--- src/sgr_pkg.sv ---
// Shared types, character codes and attribute helpers for the SGR escape parser.
// Depends on nothing; used by ansi_sgr_escape_parser_core.
`default_nettype none

package sgr_pkg;

  // Parser phase codes
  localparam logic [1:0] PH_TEXT = 2'd0;  // plain text
  localparam logic [1:0] PH_ESC  = 2'd1;  // just saw ESC
  localparam logic [1:0] PH_NUM0 = 2'd2;  // list start or after ';'
  localparam logic [1:0] PH_NUM  = 2'd3;  // inside a number

  // Characters of interest
  localparam logic [15:0] CH_ESC    = 16'h001B;
  localparam logic [15:0] CH_LBRACK = 16'h005B;
  localparam logic [15:0] CH_QMARK  = 16'h003F;
  localparam logic [15:0] CH_SEMI   = 16'h003B;
  localparam logic [15:0] CH_FINAL  = 16'h006D;  // 'm'
  localparam logic [15:0] CH_DIG0   = 16'h0030;
  localparam logic [15:0] CH_DIG9   = 16'h0039;

  // SGR codes
  localparam logic [7:0] SGR_RESET    = 8'd0;
  localparam logic [7:0] SGR_BOLD     = 8'd1;
  localparam logic [7:0] SGR_ULINE    = 8'd4;
  localparam logic [7:0] SGR_REV      = 8'd7;
  localparam logic [7:0] SGR_NOBOLD   = 8'd21;
  localparam logic [7:0] SGR_NOULINE  = 8'd24;
  localparam logic [7:0] SGR_NOREV    = 8'd27;
  localparam logic [7:0] SGR_FG_LO    = 8'd30;
  localparam logic [7:0] SGR_FG_HI    = 8'd37;
  localparam logic [7:0] SGR_BG_LO    = 8'd40;
  localparam logic [7:0] SGR_BG_HI    = 8'd47;

  localparam logic [7:0] ACC_MAX = 8'd255;

  // Configuration register indexes
  localparam logic [1:0] REG_DEF_FG    = 2'd0;
  localparam logic [1:0] REG_DEF_BG    = 2'd1;
  localparam logic [1:0] REG_DEF_BOLD  = 2'd2;
  localparam logic [1:0] REG_DEF_ULINE = 2'd3;

  // Reset values of the defaults
  localparam logic [2:0] RST_FG = 3'd7;
  localparam logic [2:0] RST_BG = 3'd0;

  typedef struct packed {
    logic [2:0] fg;
    logic [2:0] bg;
    logic       bold;
    logic       underline;
    logic       reverse;
  } attrs_t;

  // Apply one SGR code to an attribute set; unknown codes leave it as is
  function automatic attrs_t sgr_apply(attrs_t p, logic [7:0] code, attrs_t dflt);
    attrs_t r;
    r = p;
    if (code == SGR_RESET) begin
      r = dflt;
      r.reverse = 1'b0;
    end else if (code >= SGR_FG_LO && code <= SGR_FG_HI) begin
      r.fg = code[2:0] - SGR_FG_LO[2:0];
    end else if (code >= SGR_BG_LO && code <= SGR_BG_HI) begin
      r.bg = code[2:0] - SGR_BG_LO[2:0];
    end else if (code == SGR_BOLD || code == SGR_NOBOLD) begin
      r.bold = (code == SGR_BOLD);
    end else if (code == SGR_ULINE || code == SGR_NOULINE) begin
      r.underline = (code == SGR_ULINE);
    end else if (code == SGR_REV || code == SGR_NOREV) begin
      r.reverse = (code == SGR_REV);
    end
    return r;
  endfunction

  // Color index (R in bit 0) to console BGR bits: a bit reversal
  function automatic logic [2:0] color_bits(logic [2:0] idx);
    return {idx[0], idx[1], idx[2]};
  endfunction

  // Console attribute byte from an attribute set
  function automatic logic [7:0] sgr_compose(attrs_t c);
    logic [2:0] f;
    logic [2:0] b;
    f = c.reverse ? c.bg : c.fg;
    b = c.reverse ? c.fg : c.bg;
    return {c.underline, color_bits(b), c.bold, color_bits(f)};
  endfunction

endpackage

`default_nettype wire

--- src/ansi_sgr_escape_parser_core.sv ---
// ANSI SGR escape parser: passes text through, turns ESC[...m into attribute bytes.
// Depends on sgr_pkg (types, character codes, apply/compose helpers).
//
//  channel   | dir | payload                                   | beat taken when
//  ----------+-----+-------------------------------------------+-----------------------
//  s_axis    | in  | tdata[15:0] char_in                       | tvalid & tready
//  m_axis    | out | tdata[15:0] text_code, [23:16] attr_byte, | tvalid & tready
//            |     | tuser out_kind                            |
//  cfg       | in  | cfg_idx_i register, cfg_data_i value      | cfg_we_i
//
// One character per cycle sustained while the sink keeps taking results. A beat is
// captured in the input register, parsed from there and its result (if any) lands
// in the output register. The parse stage stalls only while the output register
// holds a result the sink has not taken. Reset clears control state and loads the
// default attributes (fg 7, bg 0, bold/underline/reverse off).
`default_nettype none

module ansi_sgr_escape_parser_core (
  input  wire logic        clk_i,
  input  wire logic        rst_ni,
  // input stream
  input  wire logic        s_axis_tvalid,
  output logic             s_axis_tready,
  input  wire logic [15:0] s_axis_tdata,   // [15:0] char_in
  // output stream
  output logic             m_axis_tvalid,
  input  wire logic        m_axis_tready,
  output logic [23:0]      m_axis_tdata,   // [15:0] text_code, [23:16] attr_byte
  output logic             m_axis_tuser,   // [0] out_kind
  // configuration writes
  input  wire logic        cfg_we_i,
  input  wire logic [1:0]  cfg_idx_i,
  input  wire logic [2:0]  cfg_data_i
);

  // Default attribute registers
  logic [2:0] def_fg_q;
  logic [2:0] def_bg_q;
  logic       def_bold_q;
  logic       def_uline_q;
  sgr_pkg::attrs_t dflt;

  always_ff @(posedge clk_i or negedge rst_ni) begin
    if (!rst_ni) begin
      def_fg_q    <= sgr_pkg::RST_FG;
      def_bg_q    <= sgr_pkg::RST_BG;
      def_bold_q  <= 1'b0;
      def_uline_q <= 1'b0;
    end else if (cfg_we_i) begin
      case (cfg_idx_i)
        sgr_pkg::REG_DEF_FG:    def_fg_q    <= cfg_data_i;
        sgr_pkg::REG_DEF_BG:    def_bg_q    <= cfg_data_i;
        sgr_pkg::REG_DEF_BOLD:  def_bold_q  <= cfg_data_i[0];
        sgr_pkg::REG_DEF_ULINE: def_uline_q <= cfg_data_i[0];
        default: ;
      endcase
    end
  end

  assign dflt = '{fg: def_fg_q, bg: def_bg_q, bold: def_bold_q,
                  underline: def_uline_q, reverse: 1'b0};

  // Input register
  logic        in_valid_q;
  logic [15:0] in_data_q;
  logic        advance;

  assign advance       = in_valid_q && (!m_axis_tvalid || m_axis_tready);
  assign s_axis_tready = !in_valid_q || advance;

  always_ff @(posedge clk_i or negedge rst_ni) begin
    if (!rst_ni) begin
      in_valid_q <= 1'b0;
    end else if (s_axis_tready) begin
      in_valid_q <= s_axis_tvalid;
    end
  end

  always_ff @(posedge clk_i) begin
    if (s_axis_tready && s_axis_tvalid) begin
      in_data_q <= s_axis_tdata;
    end
  end

  // Parser state
  logic [1:0]      phase_q, phase_d;
  logic [7:0]      acc_q, acc_d;
  logic            seen_q, seen_d;
  sgr_pkg::attrs_t pend_q, pend_d;
  sgr_pkg::attrs_t cur_q, cur_d;

  // Result of the parse step
  logic        res_valid;
  logic        res_kind;
  logic [15:0] res_text;
  logic [7:0]  res_attr;

  logic [11:0]     acc_next;
  sgr_pkg::attrs_t pend_applied;
  logic            is_digit;

  assign is_digit = (in_data_q >= sgr_pkg::CH_DIG0) && (in_data_q <= sgr_pkg::CH_DIG9);
  assign acc_next = {4'b0, acc_q} * 12'd10 + {8'b0, in_data_q[3:0]};
  assign pend_applied = sgr_pkg::sgr_apply(pend_q, acc_q, dflt);

  // One parse step per accepted character
  always_comb begin
    phase_d   = phase_q;
    acc_d     = acc_q;
    seen_d    = seen_q;
    pend_d    = pend_q;
    cur_d     = cur_q;
    res_valid = 1'b0;
    res_kind  = 1'b0;
    res_text  = '0;
    res_attr  = '0;
    case (phase_q)
      sgr_pkg::PH_TEXT: begin
        if (in_data_q == sgr_pkg::CH_ESC) begin
          phase_d = sgr_pkg::PH_ESC;
        end else begin
          res_valid = 1'b1;
          res_text  = in_data_q;
        end
      end
      sgr_pkg::PH_ESC: begin
        if (in_data_q == sgr_pkg::CH_LBRACK) begin
          phase_d = sgr_pkg::PH_NUM0;
          acc_d   = '0;
          seen_d  = 1'b0;
          pend_d  = cur_q;
        end else if (in_data_q != sgr_pkg::CH_ESC) begin
          phase_d = sgr_pkg::PH_TEXT;
        end
      end
      default: begin
        if (is_digit) begin
          acc_d   = (acc_next > {4'b0, sgr_pkg::ACC_MAX}) ? sgr_pkg::ACC_MAX : acc_next[7:0];
          phase_d = sgr_pkg::PH_NUM;
        end else if (in_data_q == sgr_pkg::CH_SEMI) begin
          pend_d  = pend_applied;
          seen_d  = 1'b1;
          acc_d   = '0;
          phase_d = sgr_pkg::PH_NUM0;
        end else if (in_data_q != sgr_pkg::CH_QMARK) begin
          // final character closes the list
          phase_d = sgr_pkg::PH_TEXT;
          acc_d   = '0;
          seen_d  = 1'b0;
          if (in_data_q != sgr_pkg::CH_FINAL) begin
            pend_d = cur_q;
          end else begin
            // pending accumulator applies if a number is open; empty list means reset
            if (phase_q == sgr_pkg::PH_NUM || !seen_q) begin
              cur_d = pend_applied;
            end else begin
              cur_d = pend_q;
            end
            pend_d    = cur_d;
            res_valid = 1'b1;
            res_kind  = 1'b1;
            res_attr  = sgr_pkg::sgr_compose(cur_d);
          end
        end
      end
    endcase
  end

  // In the list-start phase the accumulator is always zero, so an empty list
  // applies code 0 through pend_applied as well.
  always_ff @(posedge clk_i or negedge rst_ni) begin
    if (!rst_ni) begin
      phase_q <= sgr_pkg::PH_TEXT;
      acc_q   <= '0;
      seen_q  <= 1'b0;
      pend_q  <= '{fg: sgr_pkg::RST_FG, bg: sgr_pkg::RST_BG, bold: 1'b0,
                   underline: 1'b0, reverse: 1'b0};
      cur_q   <= '{fg: sgr_pkg::RST_FG, bg: sgr_pkg::RST_BG, bold: 1'b0,
                   underline: 1'b0, reverse: 1'b0};
    end else if (advance) begin
      phase_q <= phase_d;
      acc_q   <= acc_d;
      seen_q  <= seen_d;
      pend_q  <= pend_d;
      cur_q   <= cur_d;
    end
  end

  // Output register
  always_ff @(posedge clk_i or negedge rst_ni) begin
    if (!rst_ni) begin
      m_axis_tvalid <= 1'b0;
    end else if (advance) begin
      m_axis_tvalid <= res_valid;
    end else if (m_axis_tready) begin
      m_axis_tvalid <= 1'b0;
    end
  end

  always_ff @(posedge clk_i) begin
    if (advance && res_valid) begin
      m_axis_tdata <= {res_attr, res_text};
      m_axis_tuser <= res_kind;
    end
  end

  // Checks
  a_kind_fields: assert property (@(posedge clk_i) disable iff (!rst_ni)
    m_axis_tvalid |-> (m_axis_tuser ? (m_axis_tdata[15:0] == 16'd0)
                                    : (m_axis_tdata[23:16] == 8'd0)))
    else $error("result fields disagree with out_kind");

  a_text_pass: assert property (@(posedge clk_i) disable iff (!rst_ni)
    (advance && phase_q == sgr_pkg::PH_TEXT && in_data_q != sgr_pkg::CH_ESC)
    |=> (m_axis_tvalid && !m_axis_tuser))
    else $error("text character not passed through");

  a_idle_acc: assert property (@(posedge clk_i) disable iff (!rst_ni)
    (phase_q == sgr_pkg::PH_TEXT || phase_q == sgr_pkg::PH_ESC)
    |-> (acc_q == 8'd0 && !seen_q))
    else $error("argument state left over outside a list");

  a_in_hold: assert property (@(posedge clk_i) disable iff (!rst_ni)
    (in_valid_q && !advance) |=> (in_valid_q && $stable(in_data_q)))
    else $error("held input character changed while stalled");

endmodule

`default_nettype wire
--- config.mk ---
export PLATFORM = sky130hd
export DESIGN_NAME = ansi_sgr_escape_parser_core
export DESIGN_NICKNAME = d
export VERILOG_FILES = /design/src/sgr_pkg.sv /design/src/ansi_sgr_escape_parser_core.sv
export SDC_FILE = /design/constraint.sdc
export NUM_CORES = 1
export LEC_CHECK = 0
export BUFFER_PORTS_ARGS = -buffer_cell sky130_fd_sc_hd__buf_4
export CORE_AREA = 2 2 116 118
export DETAILED_ROUTE_END_ITERATION = 6
export DIE_AREA = 0 0 118 120
export SLEW_MARGIN = 25
export SYNTH_ARGS = -nofsm -noshare
export SYNTH_HDL_FRONTEND = slang
export SYNTH_SLANG_ARGS = --single-unit
--- constraint.sdc ---
create_clock -name clk_i -period 4.9 [get_ports clk_i]
set_clock_uncertainty 0.1 [all_clocks]
set_input_delay 0.98 -clock clk_i [delete_from_list [all_inputs] [get_ports clk_i]]
set_output_delay 0.98 -clock clk_i [all_outputs]
set_load 0.02 [all_outputs]
==> metrics <==
status finished clean; nets 507; Leak 2.27 nW; GR Overflow Total 0; share of cells above drive strength 1 between 20 and 25%; pin count of the biggest net entering global routing 40; pwr dens 311 nW/um^2; WL per Instance 16.1 um; syn_area_per_cell 10.6 um^2; Clk pin slew, worst setup/hold paths 70 ps; Setup TNS 0 ps; io pins 53; crit path cell chain ha_1, ha_1, fa_1, a21o_1, a21oi_1, nand4_1, a2111o_1, a211oi_2, o211ai_1; die height 120 um; endpoints failing setup 0; Util after Layout 40.9%; Clock Sinks 80; Hold Path Class flop to flop; vias in the first global route 3490; antenna-violating nets left 0; Die Wd 118 um; Setup Fix Bufs, Post-CTS 0; Routed WL ~10000 um; Filler cells ~1300; post-cts sizing count 0; Critical Path RT 4990 ps; worst vdd ir around 0.00016 V; Max Root-Sink Buffers 2; Port Buffer Count 52; slowest stage cell, crit path dfrtp_1; Worst-Skew Late Latency around 340 ps; Setup crit start kind flop; Crit path largest cell delay 610 ps; initial core utilization 34.3%; post-synthesis register bit count 80; CTS tree built; Slew Limit Headroom a little under a third; post-synthesis sequential area ratio between 40 and 50%; Iteration-0 DRC Markers 199; post-layout min period 3370 ps; area leader, netlist edfxtp_1; GPL Wtd Cong 0.839; Critical Path End Type flop; fmax 0.297 GHz; die area 14200 um^2; diode count 0; WS Path Type flop to flop; top cell type's share of synthesized area between 20 and 30%; overall routing resource usage 15.3%; crit path DAT around 3500 ps; ys flop type edfxtp_1; HPWL after detailed placement 7660 um; clk root buf clkbuf_16; Syn Nets 462; Mapped Cells 418; initial antenna violation count 0; worst slew pin tran 1030 ps; first-pass GRT wire length 17500 um; via count approximately 3500; main area contributors after synthesis edfxtp_1, dfrtp_1, dfstp_2, ha_1, mux2_2; vias per inst roughly 5.4; P&R area growth vs syn 19.2%; period utilisation layout 68.8%; Max Slew Vio Count 0; most frequent CP cell ha_1; crit path max fanout 20; Post-CTS Hold Buffers 0; Yosys cell types 67; H-tree Lvls 3; area of the mapped netlist 4450 um^2; Rows 42; Inserted Clock Buffers 9; RSZ-0062 raised after global routing no; EDFF count, synth just over 40; drt drc 0; Fin. Hold Viols 0; Commonest cells post-synth edfxtp_1, nand2_1, nor2_1, dfrtp_1, o21ai_0; drt first pass iters 5; Synth warnings 0; core area 13000 um^2; most common cell in the netlist edfxtp_1; max_cap viols 0; FFs w/ async S/R, synth between 40% and 50%
-- stage by stage --
| step | hold slack (ps) | total power, mW | cell area (um^2) | worst slack (ps) | cells |
|---|---|---|---|---|---|
| finish | 385 | 1.65 | 5300 | 1530 | 644 |
| global route | 405 | 1.71 | 5300 | 1290 | 644 |
| CTS | 388 | 1.67 | 5300 | 1560 | 644 |
| detailed placement | 376 | 0.961 | 4990 | 1570 | 628 |
| global placement | 367 | 0.959 | 4990 | 1630 | 628 |
| floorplan | 345 | 0.882 | 4450 | 1520 | 418 |
-- cell type report --
cell class / count / area, um^2 / area share (%)
sequential: 80 / 2220 / 41.8
multi-input combinational: 307 / 2110 / 39.8
timing repair buffer: 54 / 405 / 7.65
clock buffer: 9 / 225 / 4.25
tap: 176 / 220 / 4.15
clock inverter: 7 / 83.8 / 1.58
inverter: 11 / 41.3 / 0.779
-- flip-flops by register name, indices dropped and copies added (netlist names) --
signal,flops
acc_q,8
seen_q,1
def_bold_q,1
in_valid_q,1
m_axis_tvalid,1
in_data_q,16
def_bg_q,3
def_fg_q,3
cur_q,9
pend_q,9
def_uline_q,1
m_axis_tuser,1
phase_q,2
m_axis_tdata,24
-- critical path, delay by kind of cell (launching register included) --
kind	cells	cell delay, ps
simple gates	1	120
fa+ha+maj	3	960
flops	1	610
compound gates	5	1430
-- layout by cell type, fill, tap and decap left out, types with 6 or more instances in the layout --
cell,count
a21o_1,7
a21oi_1,15
a22oi_1,8
a31oi_1,6
and2_1,8
and3_1,14
buf_4,54
clkbuf_16,9
dfrtp_1,30
dfstp_2,9
edfxtp_1,41
ha_1,16
inv_1,11
mux2_2,13
mux2i_1,8
nand2_1,37
nand2b_1,7
nand3_1,6
nand4_1,6
nor2_1,32
nor3_1,11
nor4_1,6
o21ai_0,23
or3_1,6
or4_1,6
-- cell families (layout without fill, tap and decap cells) --
kind of cell | after synthesis | after routing | share of synthesized area, %
and+or+nand+nor | 158 | 158 | 19.2
AOI/OAI and AO/OA | 102 | 102 | 16.1
DFF | 80 | 80 | 49.9
buffers and inverters | 31 | 81 | 2.79
muxes | 21 | 21 | 5.09
adders and majority gates | 18 | 18 | 5.40
xor gates and xnor gates | 8 | 8 | 1.58
-- worst paths after layout --
kind / start / to / slack (ps) / depth (start not counted)
setup / recovery: acc_q[0] / acc_q[6] / 1530 / 9
hold / removal: cur_q[1] / cur_q[1] / 380 / 2
min in group asynchronous: rst_ni / cur_q[1] / 530 / 1
setup reg to reg: acc_q[0] / acc_q[6] / 1530 / 9
max in group asynchronous: rst_ni / cur_q[7] / 3800 / 1
hold reg to reg: cur_q[1] / cur_q[1] / 380 / 2
-- where the power goes --
part           total, mW  internal (mW)  switching [mW]
logic              0.167         0.0750          0.0925
registers          0.779          0.755          0.0244
clock network      0.703          0.406           0.297
-- metal layers --
layer  GRT usage [%]  wire length, um
met2            24.9             4990
met5               0                0
met4            6.17              257
met3            2.95              402
met1            20.0             4710
Note: power is estimated with default switching activity, not from simulation.
